## config.mk

```make
export PLATFORM = sky130hd
export DESIGN_NAME = base64_stream_decoder_top
export DESIGN_NICKNAME = d
export VERILOG_FILES = /design/src/hdl/b64sd_pkg.sv /design/src/hdl/base64_stream_decoder_top.sv
export VERILOG_INCLUDE_DIRS = /design/src /design/src/hdl
export SDC_FILE = /design/constraint.sdc
export NUM_CORES = 1
export LEC_CHECK = 0
export BUFFER_PORTS_ARGS = -buffer_cell sky130_fd_sc_hd__buf_4
export CAP_MARGIN = 10
export CORE_MARGIN = 5
export CORE_UTILIZATION = 56
export DETAILED_ROUTE_END_ITERATION = 8
export PLACE_DENSITY = 0.85
export SLEW_MARGIN = 20
export SYNTH_ARGS = -nofsm -noshare
export SYNTH_HDL_FRONTEND = slang
export SYNTH_SLANG_ARGS = --single-unit
export TNS_END_PERCENT = 5
```

## constraint.sdc

```tcl
create_clock -name clk_i -period 2.7 [get_ports clk_i]
set_input_delay 0.27 -clock clk_i [delete_from_list [all_inputs] [get_ports clk_i]]
set_output_delay 0.27 -clock clk_i [all_outputs]
set_load 0.02 [all_outputs]
```

## src/hdl/assert_macros.svh

```systemverilog
// ---------------------------------------------------------------------------
// Assertion macros for the base64 stream decoder RTL.
// Each macro expects clk_i and rst_ni in the scope where it is used.
// ---------------------------------------------------------------------------
`ifndef ASSERT_MACROS_SVH
`define ASSERT_MACROS_SVH

`ifndef SYNTHESIS

// Checks that a property holds at every clock edge outside reset.
`define B64SD_ASSERT(lbl, prop, msg) \
  lbl: assert property (@(posedge clk_i) disable iff (!rst_ni) (prop)) else $error(msg);

// Checks that the consequent holds whenever the antecedent holds.
`define B64SD_ASSERT_IMP(lbl, ante, cons, msg) \
  lbl: assert property (@(posedge clk_i) disable iff (!rst_ni) (ante) |-> (cons)) \
    else $error(msg);

// Checks that the consequent holds in the cycle after the antecedent.
`define B64SD_ASSERT_NEXT(lbl, ante, cons, msg) \
  lbl: assert property (@(posedge clk_i) disable iff (!rst_ni) (ante) |=> (cons)) \
    else $error(msg);

`else

`define B64SD_ASSERT(lbl, prop, msg)
`define B64SD_ASSERT_IMP(lbl, ante, cons, msg)
`define B64SD_ASSERT_NEXT(lbl, ante, cons, msg)

`endif

`endif

```

## src/hdl/b64sd_pkg.sv

```systemverilog
// ---------------------------------------------------------------------------
// Base64 stream decoder package
// Payload types, character constants and the alphabet lookup function.
// ---------------------------------------------------------------------------
package b64sd_pkg;

  localparam int unsigned CountWidthDef = 16;
  localparam int unsigned ShownWidth    = 16;

  // Characters with a special meaning in the stream.
  localparam logic [7:0] CH_PAD   = 8'h3D;
  localparam logic [7:0] CH_NUL   = 8'h00;
  localparam logic [7:0] CH_SPACE = 8'h20;
  localparam logic [7:0] CH_TAB   = 8'h09;
  localparam logic [7:0] CH_CR    = 8'h0D;
  localparam logic [7:0] CH_LF    = 8'h0A;
  localparam logic [7:0] CH_PLUS  = 8'h2B;
  localparam logic [7:0] CH_SLASH = 8'h2F;

  // Position of a character within its group of four.
  localparam logic [1:0] PH_FIRST  = 2'd0;
  localparam logic [1:0] PH_SECOND = 2'd1;
  localparam logic [1:0] PH_THIRD  = 2'd2;
  localparam logic [1:0] PH_FOURTH = 2'd3;

  typedef struct packed {
    logic [7:0] char_in;
    logic       end_of_text;
  } in_item_t;

  typedef struct packed {
    logic                  byte_valid;
    logic [7:0]            data_byte;
    logic                  done_res;
    logic [ShownWidth-1:0] decoded_count;
  } out_item_t;

  // Maps one character to its 6-bit value; anything outside the alphabet is zero.
  function automatic logic [5:0] sextet(input logic [7:0] ch);
    logic [5:0] v;
    v = '0;
    if (ch inside {[8'h41:8'h5A]}) begin
      v = 6'(ch - 8'h41);
    end else if (ch inside {[8'h61:8'h7A]}) begin
      v = 6'(ch - 8'h61 + 8'd26);
    end else if (ch inside {[8'h30:8'h39]}) begin
      v = 6'(ch - 8'h30 + 8'd52);
    end else if (ch == CH_PLUS) begin
      v = 6'd62;
    end else if (ch == CH_SLASH) begin
      v = 6'd63;
    end
    return v;
  endfunction

endpackage

```

## src/hdl/base64_stream_decoder_top.sv

```systemverilog
// Each result is written into a registered result queue when its character is transferred.
// One character per cycle while the input does not stall; a character that ends the string
// adds a count result, so the output side then has two results to take for it.
// The four-entry result queue sets the stall: input stalls while more than two results wait.
// Reset (rst_ni low, asynchronous) clears the decoder state and empties the queue.
// ---------------------------------------------------------------------------
// Base64 stream decoder top level
// Decodes one base64 character per transfer into bytes and reports the
// byte count of each string on its last character.
// ---------------------------------------------------------------------------
`include "assert_macros.svh"

module base64_stream_decoder_top #(
  parameter int unsigned COUNT_WIDTH = b64sd_pkg::CountWidthDef
) (
  input  logic                 clk_i,
  input  logic                 rst_ni,
  input  logic                 in_valid_i,
  output logic                 in_stall_o,
  input  b64sd_pkg::in_item_t  in_data_i,
  output logic                 out_valid_o,
  input  logic                 out_stall_i,
  output b64sd_pkg::out_item_t out_data_o
);

  localparam int unsigned QDepth = 4;
  localparam int unsigned QPtrW  = $clog2(QDepth);
  localparam int unsigned QCntW  = $clog2(QDepth + 1);

  // -------------------------------------------------------------------------
  // Decoder state. It is updated in the same cycle a character is
  // transferred, so the next character sees it at once.
  // -------------------------------------------------------------------------
  logic [1:0]             phase_q, phase_d;
  logic [5:0]             pend_q, pend_d;
  logic                   stopped_q, stopped_d;
  logic [COUNT_WIDTH-1:0] total_q, total_d;

  logic in_acc;
  logic out_acc;

  // Decode of the incoming character.
  logic [7:0]             ch;
  logic                   last;
  logic [5:0]             val;
  logic                   is_stop;
  logic                   is_ws;
  logic                   take;
  logic                   push_byte;
  logic [7:0]             dec_byte;
  logic [COUNT_WIDTH-1:0] total_byte;
  logic [31:0]            tot_ext;
  logic [31:0]            tot_byte_ext;
  logic [15:0]            shown_after;
  b64sd_pkg::out_item_t   byte_res;
  b64sd_pkg::out_item_t   done_res;

  assign ch   = in_data_i.char_in;
  assign last = in_data_i.end_of_text;
  assign val  = b64sd_pkg::sextet(ch);

  assign is_stop = (ch == b64sd_pkg::CH_PAD) || (ch == b64sd_pkg::CH_NUL);
  // Whitespace is only skipped when it falls between groups.
  assign is_ws   = (phase_q == b64sd_pkg::PH_FIRST) &&
                   ((ch == b64sd_pkg::CH_SPACE) || (ch == b64sd_pkg::CH_TAB) ||
                    (ch == b64sd_pkg::CH_CR)    || (ch == b64sd_pkg::CH_LF));
  assign take      = !stopped_q && !is_stop && !is_ws;
  assign push_byte = in_acc && take && (phase_q != b64sd_pkg::PH_FIRST);

  always_comb begin
    dec_byte = '0;
    pend_d   = pend_q;
    case (phase_q)
      b64sd_pkg::PH_FIRST: begin
        pend_d = val;
      end
      b64sd_pkg::PH_SECOND: begin
        dec_byte = {pend_q, val[5:4]};
        pend_d   = {2'b00, val[3:0]};
      end
      b64sd_pkg::PH_THIRD: begin
        dec_byte = {pend_q[3:0], val[5:2]};
        pend_d   = {4'b0000, val[1:0]};
      end
      b64sd_pkg::PH_FOURTH: begin
        dec_byte = {pend_q[1:0], val};
        pend_d   = '0;
      end
      default: begin
        dec_byte = '0;
        pend_d   = '0;
      end
    endcase
    if (!(in_acc && take)) begin
      pend_d = pend_q;
    end
  end

  // The counter saturates at its all-ones value.
  assign total_byte = (total_q != '1) ? total_q + 1'b1 : total_q;

  // The reported count saturates at 16 bits when the counter is wider.
  assign tot_byte_ext = 32'(total_byte);
  assign tot_ext      = 32'(push_byte ? total_byte : total_q);
  assign shown_after  = (|tot_ext[31:16]) ? 16'hFFFF : tot_ext[15:0];

  always_comb begin
    byte_res.byte_valid    = 1'b1;
    byte_res.data_byte     = dec_byte;
    byte_res.done_res      = 1'b0;
    byte_res.decoded_count = (|tot_byte_ext[31:16]) ? 16'hFFFF : tot_byte_ext[15:0];

    done_res.byte_valid    = 1'b0;
    done_res.data_byte     = '0;
    done_res.done_res      = 1'b1;
    done_res.decoded_count = shown_after;
  end

  always_comb begin
    phase_d   = phase_q;
    stopped_d = stopped_q;
    total_d   = total_q;
    if (in_acc) begin
      if (!stopped_q && is_stop) begin
        stopped_d = 1'b1;
      end
      if (take) begin
        phase_d = phase_q + 2'd1;
      end
      if (push_byte) begin
        total_d = total_byte;
      end
      // The last character re-arms the decoder for the next string.
      if (last) begin
        phase_d   = b64sd_pkg::PH_FIRST;
        stopped_d = 1'b0;
        total_d   = '0;
      end
    end
  end

  // The pending bits also return to zero when the last character re-arms.
  logic [5:0] pend_next;
  assign pend_next = (in_acc && last) ? 6'd0 : pend_d;

  always_ff @(posedge clk_i or negedge rst_ni) begin
    if (!rst_ni) begin
      phase_q   <= b64sd_pkg::PH_FIRST;
      pend_q    <= '0;
      stopped_q <= 1'b0;
      total_q   <= '0;
    end else begin
      phase_q   <= phase_d;
      pend_q    <= pend_next;
      stopped_q <= stopped_d;
      total_q   <= total_d;
    end
  end

  // -------------------------------------------------------------------------
  // Result queue. One character makes at most two results: a byte and the
  // final count, written in that order. The output side takes one result
  // per transfer. Input stalls while more than two results wait, so there
  // is always room for both results of the next character.
  // -------------------------------------------------------------------------
  b64sd_pkg::out_item_t res_q [QDepth];
  logic [QPtrW-1:0]     wr_ptr_q, wr_ptr_d;
  logic [QPtrW-1:0]     rd_ptr_q, rd_ptr_d;
  logic [QCntW-1:0]     cnt_q, cnt_d;
  logic                 push_done;
  logic [QPtrW-1:0]     done_ptr;

  assign push_done = in_acc && last;
  assign done_ptr  = push_byte ? wr_ptr_q + 1'b1 : wr_ptr_q;

  assign in_stall_o  = (cnt_q > QCntW'(QDepth - 2));
  assign in_acc      = in_valid_i && !in_stall_o;
  assign out_valid_o = (cnt_q != '0);
  assign out_acc     = out_valid_o && !out_stall_i;
  assign out_data_o  = res_q[rd_ptr_q];

  always_comb begin
    wr_ptr_d = wr_ptr_q + QPtrW'(push_byte) + QPtrW'(push_done);
    rd_ptr_d = rd_ptr_q + QPtrW'(out_acc);
    cnt_d    = cnt_q + QCntW'(push_byte) + QCntW'(push_done) - QCntW'(out_acc);
  end

  always_ff @(posedge clk_i) begin
    if (push_byte) begin
      res_q[wr_ptr_q] <= byte_res;
    end
    if (push_done) begin
      res_q[done_ptr] <= done_res;
    end
  end

  always_ff @(posedge clk_i or negedge rst_ni) begin
    if (!rst_ni) begin
      wr_ptr_q <= '0;
      rd_ptr_q <= '0;
      cnt_q    <= '0;
    end else begin
      wr_ptr_q <= wr_ptr_d;
      rd_ptr_q <= rd_ptr_d;
      cnt_q    <= cnt_d;
    end
  end

  // -------------------------------------------------------------------------
  // Assertions.
  // -------------------------------------------------------------------------
  `B64SD_ASSERT(a_queue_bound, cnt_q <= QCntW'(QDepth), "result queue overflow")
  `B64SD_ASSERT_IMP(a_done_no_byte, out_valid_o && out_data_o.done_res, !out_data_o.byte_valid, "count result carries a byte")
  `B64SD_ASSERT_IMP(a_byte_counted, out_valid_o && out_data_o.byte_valid, out_data_o.decoded_count != '0, "byte result with zero count")
  `B64SD_ASSERT_NEXT(a_rearm, in_acc && in_data_i.end_of_text, phase_q == b64sd_pkg::PH_FIRST && !stopped_q && total_q == '0 && pend_q == '0, "decoder not re-armed after last character")
  `B64SD_ASSERT_IMP(a_stopped_quiet, stopped_q && in_acc, !push_byte, "byte decoded after stop")

endmodule
```

Word-level counts from Yosys, hierarchy flattened
Memory sizes are Yosys's and may differ from the RTL's. Cells that the tools add are included. W data, S select, Z words.

Input bits: 13. Memory bits (writable): 104. Register bits: 32. Logic and storage cells: 96. Memories kept: 1.

$lt $le $gt $ge: 7. Equality and inequality tests: 11. Mux-type cells: 23. Add/sub/neg operators: 14. Reduce and logical (&&, ||, !) cells: 33.

Memory list: res_q (words 4, width 26, read ports 1, clocked after memory_dff 0, wr ports 2, line base64_stream_decoder_top.sv:166) `b64sd_pkg::out_item_t res_q [QDepth];`.

Operators with widths (number): $mux W16 (5); $mux W6 (7); $eq A8 B6 Y1 const B (4); $eq A8 B4 Y1 const B (3); $pmux W6 S4 (1); $pmux W8 S3 (1); $add A16 B1 Y16 const B (1); $ge A8 B7 Y1 const B (2); $le A8 B7 Y1 const B (2); $ne A16 B16 Y1 const B (1); $reduce_or A16 Y1 const A (1); $logic_and A1 B1 Y1 (12); $sub A6 B6 Y6 const B (2); $reduce_bool A2 Y1 (5); $ge A8 B6 Y1 const B (1); $le A8 B6 Y1 const B (1); $logic_not A8 Y1 (1); $add A2 B1 Y2 (3); $add A3 B1 Y3 (2); $add A6 B5 Y6 const B (1); $add A6 B6 Y6 const B (1); $mux W1 (6); $mux W2 (3); $reduce_and A2 Y1 (3); 10 further kinds (19).

Depth between registers and ports, before layout
Gate-level depths: netlist (run 1).

Depth in word-level cells: 12. Depth in mapped cells: 10. Mapped depth without buffers: 10.

Worst setup path after synthesis (run 1)
No wires, ideal clock.

Kind: register -> register. Start point: register cnt_q[2]. End point: register cnt_q[2]. Stages on the path, launching flop included: 11. Path slack: 0.015 ns. Clock period less this slack: 2.685 ns. Library setup time: 0.123 ns. Data arrival time: 2.563 ns. Path through: dfrtp_1 > inv_1 > ha_1 > nor2_1 > nor2_1 > nand2_1 > clkinv_1 > ha_1 > a21o_1 > fa_1 > xnor2_1.

Longest elaborated chain between the ends: 8.

Ends and longest elaborated chain: start: declaration (line base64_stream_decoder_top.sv:169) `logic [QCntW-1:0] cnt_q, cnt_d;`; start signal: assignment (line base64_stream_decoder_top.sv:205) `cnt_q <= cnt_d;`; $gt A3 B2 Y1 * (line base64_stream_decoder_top.sv:176) `assign in_stall_o = (cnt_q > QCntW'(QDepth - 2));`; named net in_stall_o (line base64_stream_decoder_top.sv:19) `output logic in_stall_o,`; $logic_not A1 Y1 * (line base64_stream_decoder_top.sv:177) `assign in_acc = in_valid_i && !in_stall_o;`; $logic_and A1 B1 Y1 * (line base64_stream_decoder_top.sv:177); $logic_and A1 B1 Y1 (2 in series) (line base64_stream_decoder_top.sv:68) `assign push_byte = in_acc && take && (phase_q != b64sd_pkg::PH_FIRST);`; $add A3 B1 Y3 (line base64_stream_decoder_top.sv:185) `cnt_d = cnt_q + QCntW'(push_byte) + QCntW'(push_done) - QCntW'(out_acc);`; $add A3 B1 Y3 * (line base64_stream_decoder_top.sv:185); $sub A3 B1 Y3 * (line base64_stream_decoder_top.sv:185); named net cnt_d[2] (line base64_stream_decoder_top.sv:169).

Mark *: on every way through the listed nets, which the timed path passes. The rest lies on a longest branch. A chain may end at the register's enable or synchronous reset.

==> results.cfg, run 1 <==
[outcome]
outcome = complete, no violations

[synth]
synth_common_cells = nand2_1, edfxtp_1, nor2_1
mappedNetlistArea_um2 = 7760
synthArstFlopShare_pct = 23.5
synth_warnings = 0
ys_ff_latch = 136
synth_area_per_cell_um2 = 10.5
synth.top_cell.area_share_pct = 24.8
synth_flop_cell = edfxtp_1
synth_cells = 738
synth.area.top_cells = edfxtp_1, dfrtp_1, dfxtp_1
synth_edf_count = 64
synth_most_common_cell = nand2_1
yosysSeqAreaShare_pct = 45.4
synth_top_area_cell = edfxtp_1
synth.distinct_cells = 72
synth_fp_nets = 775

[finish]
area_growth_pct = 18.3
antenna_cells = 0
drive_gt1_share_pct = 21.3
fin_nets = 836

[die]
rows = 43
io_pins = 41
dieArea_um2 = 16300
die_w_um = 128
start_util_pct = 56.5
die_h_um = 128
core_um2 = 13700

[route]
drtAntennaViolNets = 0
firstDrtPassIters = 7
drc_errors = 0
avgViaCountPerCell = 6.48
routedWlPerCell_um = 21.0
drt-initial-drc-count = 1131
drt-total-wl_mm = 20.8
via_count = 6433

[hold_path]
hp-class = in -> reg
holdPathEnd = phase_q[0]$_DFFE_PN0P_
hold_start = in_data_i[0]
hold_depth = 2

[power_and_ir_drop]
p_seq_share_pct = 32.2
ir_worst_vdd_mv = 0.626
power_density_nw_per_um2 = 1120
p_int_mw = 6.39
swShare_pct = 37.7
p_sw_mw = 3.87
clockPowerShare_pct = 25.8
p_comb_share_pct = 42.0
p_leak_nw = 3.53

[clock_network]
clock_path_buffers = 2
cts_made_buffers = 17
cts_sinks = 136
insertion_delay_ns = 0.42
cts_root_buffer = clkbuf_16
cts_tree = done
h-tree-depth = 4
clk_pin_slew_worst_paths_ns = 0.06

[worst_setup_path]
path_cells = inv_1 > ha_1 > or2_2 > nor3_4 > buf_6 > and2_1 > nor2_1 > a311oi_1 > buf_4
slowest_delay_ns = 0.41
r2r_slack_ns = 0.11
rr_startpoint = phase_q[0]$_DFFE_PN0P_
startpoint_type = flip-flop
end_kind = flip-flop
cpMaxStageDelayCell = dfrtp_1
rr_endpoint = res_q[0][5]$_DFFE_PP_
r2r_cells = 9
setup.worst_path.class = reg -> reg
required_ns = 2.99
cp.arrival_ns = 2.88
crit_path_max_fanout = 30

[timing]
finalWorstSetupSlack_ns = 0.112
grt_setup_unrepaired = false
finalCriticalPeriod_ns = 2.59
skew_ns = 0.00908
hold_viol = 0
period_share_pct = 95.8
slew_viol_final = 0
worst_slew_pin_slew_ns = 0.830
holdWs_ns = 0.235
slew_headroom_pct = 44.7
setup_violations = 0
fmax_mhz = 386

[placed_design]
hpwl_mm = 14.7
place.gp.congestion = 0.927
post-place-ws_ns = -0.0268
io_buffers = 40

[global_routing]
antenna_found_initial = 0
grt_max_degree = 33
grt_pass1_wl_mm = 34.1
grt.overflow.total = 0
groute.usage.overall_pct = 26.6
grt_pass1_vias = 6312

[job]
maxCapViolations = 0
==> repair_timing <==
| item | in CTS | in global routing |
|---|---|---|
| hold buffers | 1 | 0 |
| hold endpoints to repair | 32 | 0 |
| setup buffers | 0 | 1 |
| gates resized for setup | 0 | 5 |
| setup endpoints to repair | 0 | 64 |
==> logic make-up (layout without fill, tap and decap cells) <==
family,Yosys count,after routing,share of synthesized area (%)
flip-flops,136,136,45.4
multiplexers,31,31,8.24
XOR/XNOR,23,23,2.60
buffers and inverters,77,151,4.37
adder cells (fa/ha/maj),24,24,3.97
AND/OR/NAND/NOR,216,216,14.3
AO/OA/AOI/OAI,231,231,21.1
==> worst max path at each step <==
stage                                       from                        end  slack [ns]  cells past startpoint
after detailed placement            in_data_i[3]  res_q[2][22]$_SDFFE_PP0P_       -0.03                      9
after global placement              in_data_i[1]      res_q[0][8]$_DFFE_PP_         0.1                      9
after floorplan               cnt_q[2]$_DFF_PN0_         cnt_q[2]$_DFF_PN0_        0.01                     10
after global routing      phase_q[0]$_DFFE_PN0P_      res_q[0][5]$_DFFE_PP_        0.02                      9
final                     phase_q[0]$_DFFE_PN0P_      res_q[0][5]$_DFFE_PP_        0.11                      9
after CTS                 phase_q[0]$_DFFE_PN0P_     res_q[0][12]$_DFFE_PP_        0.05                      7
==> state kept, by name, summed over array words and instances, names as in the netlist <==
signal / cells
phase_q: 2
total_q: 16
wr_ptr_q: 2
res_q: 104
pend_q: 6
cnt_q: 3
stopped_q: 1
rd_ptr_q: 2
==> final cells by class <==
type / count / area [um^2]
Inverter: 31 / 120
Multi-Input combinational cell: 525 / 3900
Timing Repair Buffer: 88 / 729
Clock inverter: 13 / 240
Sequential cell: 136 / 3520
Fill cell: 995 / 4550
Tap cell: 180 / 225
Clock buffer: 19 / 433
==> worst max-delay path, delay by kind of cell (launching register included) <==
kind	cells	cell delay, ns
adder cells (fa/ha/maj)	1	0.22
AND/OR/NAND/NOR	4	1.00
flip-flops	1	0.41
AO/OA/AOI/OAI	1	0.26
buffers and inverters	3	0.56
==> placed cells by master, fill, tap and decap left out, types with 9 or more instances in the layout <==
cell | synthesis | final
xnor2_1 | 13 | 13
nand3_1 | 22 | 22
a21oi_1 | 48 | 48
inv_1 | 29 | 28
xor2_1 | 10 | 10
ha_1 | 23 | 22
dfrtp_1 | 32 | 31
dfxtp_1 | 40 | 40
a21o_1 | 11 | 11
o2bb2ai_1 | 21 | 21
nand4_1 | 9 | 9
nor2_1 | 54 | 53
o21ai_0 | 45 | 45
o211ai_1 | 10 | 10
nor3_1 | 9 | 9
buf_4 | 1 | 81
clkbuf_16 | 0 | 17
nand2_1 | 77 | 76
edfxtp_1 | 64 | 64
a22o_1 | 20 | 20
o31ai_1 | 13 | 13
a31oi_1 | 14 | 14
mux4_2 | 26 | 26
==> power by group through the flow <==
stage	Sequential [mW]	Combinational (mW)	Clock, mW
after global placement	3.25	4.06	0
after CTS	3.29	4.25	2.66
after detailed placement	3.30	4.21	0
after floorplan	3.06	2.99	0
after global routing	3.37	4.63	2.77
final	3.30	4.31	2.65
==> stage by stage <==
| step | utilization (%) | setup TNS, ns | instance area (um^2) | instances | power, mW |
|---|---|---|---|---|---|
| 2_1_floorplan | - | 0 | 7760 | 738 | 6.05 |
| 3_3_place_gp | 61.6 | 0 | 8460 | 958 | 7.32 |
| 3_5_place_dp | 61.6 | -0.0415 | 8460 | 958 | 7.51 |
| 4_1_cts | 66.6 | 0 | 9140 | 991 | 10.2 |
| 5_1_grt | 66.9 | 0 | 9170 | 992 | 10.8 |
| 6_report | 66.9 | 0 | 9170 | 992 | 10.3 |
==> metal layers <==
layer  wire [um]  vias to the layer above  track usage, %  share of wire [%]
met3        2000                       56            5.33                9.6
met2        9910                      407            43.0                 48
met1        8430                     3049            37.0                 41
li1            -                     2921               -                  -
met4         444                        0            7.43                2.1
met5           0                        -               0                  0
Note: power is estimated with default switching activity, not from simulation.
==> run 2, diff against run 1 <==
--- a/config.mk
+++ b/config.mk
@@ -8,7 +8,7 @@
 export LEC_CHECK = 0
 export BUFFER_PORTS_ARGS = -buffer_cell sky130_fd_sc_hd__buf_4
 export CAP_MARGIN = 10
-export CORE_MARGIN = 5
+export CORE_MARGIN = 1
 export CORE_UTILIZATION = 56
 export DETAILED_ROUTE_END_ITERATION = 8
 export PLACE_DENSITY = 0.85
==> results.cfg, run 2 (same netlist as run 1, synthesis figures left out) <==
[route]
routedWlPerCell_um = 21.1
drt-total-wl_mm = 21.2
firstDrtPassIters = 7
drt-initial-drc-count = 911
drc_errors = 0
avgViaCountPerCell = 6.63
via_count = 6649
drtAntennaViolNets = 0

[worst_setup_path]
cp.arrival_ns = 2.65
r2r_slack_ns = 0.10
r2r_cells = 7
startpoint_type = flip-flop
crit_path_max_fanout = 16
rr_endpoint = res_q[0][0]$_DFFE_PP_
startpoint = cnt_q[1]$_DFF_PN0_
endpoint = res_q[0][0]$_DFFE_PP_
setup.worst_path.class = reg -> reg
end_kind = flip-flop
required_ns = 2.75
rr_startpoint = cnt_q[1]$_DFF_PN0_

[hold_path]
hold_depth = 2
hold_start = in_data_i[0]
hp-class = in -> reg

[placed_design]
place.gp.congestion = 0.912
post_dp_cell_area_um2 = 8560
io_buffers = 40
post-place-ws_ns = -0.0127
hpwl_mm = 15.3

[timing]
holdWs_ns = 0.238
period_share_pct = 96.2
finalCriticalPeriod_ns = 2.60
finalWorstSetupSlack_ns = 0.103
grt_setup_unrepaired = true
slew_viol_final = 0
skew_ns = 0.0100
worst_slew_pin_slew_ns = 0.978
fmax_mhz = 385
slew_headroom_pct = 34.5
setup_violations = 0
hold_viol = 0
tns_ns = 0

[global_routing]
groute.usage.overall_pct = 30.7
grt_pass1_vias = 6510
grt_pass1_wl_mm = 33.7
grt_max_degree = 33
antenna_found_initial = 0
grt.overflow.total = 0

[finish]
mostFrequentLayoutCells = buf_4, nand2_1, edfxtp_1, nor2_1, a21oi_1
layout_commonest_cell = buf_4
largest_reg_flops = 104
antenna_cells = 0
fin_area_um2 = 9130
area_growth_pct = 17.7
drive_gt1_share_pct = 22.7
fin_nets = 851
reg.largest.list = res_q: 104 flops, total_q: 16 flops, pend_q: 6 flops
largest-register = res_q

[clock_network]
cts_sinks = 136
clock_path_buffers = 2
insertion_delay_ns = 0.43
clk_pin_slew_worst_paths_ns = 0.06
cts_root_buffer = clkbuf_16
cts_made_buffers = 17
cts_tree = done
cts_setup_buffers = 0
h-tree-depth = 4

[outcome]
outcome = complete, no violations

[die]
rows = 42
dieArea_um2 = 14300
start_util_pct = 57.9
die_w_um = 120
die_h_um = 120
core_um2 = 13400
io_pins = 41

[power_and_ir_drop]
fin_total_pwr_mw = 9.91
ir_worst_vdd_mv = 0.646
p_leak_nw = 3.56
power_density_nw_per_um2 = 1090

[job]
maxCapViolations = 0
## run 2: changes by cell type in the layout (fill, tap and decap cells not counted), sizes merged
cell      change
buf          +15
clkinvlp      -1
bufinv        -6
clkbuf        -2
inv           +9
## run 2: layout make-up
class / count / area, um^2
sequential: 136 / 3520
clock inverter: 15 / 129
multi-input combinational: 525 / 3900
clock buffer: 17 / 425
tap: 176 / 220
inverter: 31 / 116
timing repair buffer: 103 / 813
fill: 936 / 4270
## run 2: what timing repair did
action	4_1_cts	5_1_grt
resized for setup	0	2
hold buffers	1	0
endpoints found under the setup margin	0	18
hold endpoints to repair	32	0
## run 2: how the worst min path moves through the flow
stage	endpoint
5_1_grt	phase_q[1]$_DFFE_PN0P_
3_5_place_dp	total_q[6]$_DFFE_PN0P_
6_report	total_q[9]$_DFFE_PN0P_
3_3_place_gp	total_q[5]$_DFFE_PN0P_
2_1_floorplan	cnt_q[0]$_DFF_PN0_
4_1_cts	phase_q[0]$_DFFE_PN0P_
## run 2: critical path: stages (launching register included)
cell,delay [ns]
dfrtp_1,0.40
inv_1,0.15
ha_1,0.32
o21ai_2,0.16
nor3_1,0.34
and3_1,0.29
nor2_4,0.05
inv_1,0.51
## run 2: stage by stage
step | instances | util [%]
floorplan | 738 | -
global placement | 970 | 63.9
detailed placement | 970 | 63.9
CTS | 1003 | 68.1
global route | 1003 | 68.1
finish | 1003 | 68.1
## run 2: power breakdown
part | internal [mW] | switching (mW) | leakage, nW
Clock | 1.21 | 0.989 | 0.276
Sequential | 2.81 | 0.503 | 1.31
Combinational | 1.87 | 2.52 | 1.97
Total | 5.90 | 4.01 | 3.56
## run 2: routing by layer
| layer | vias to the layer above | GRT usage, % | part of all wire (%) |
|---|---|---|---|
| li1 | 2957 | - | - |
| met3 | 61 | 6.51 | 9.7 |
| met4 | 0 | 13.0 | 2.9 |
| met1 | 3178 | 40.4 | 40 |
| met5 | - | 0 | 0 |
| met2 | 453 | 49.2 | 48 |
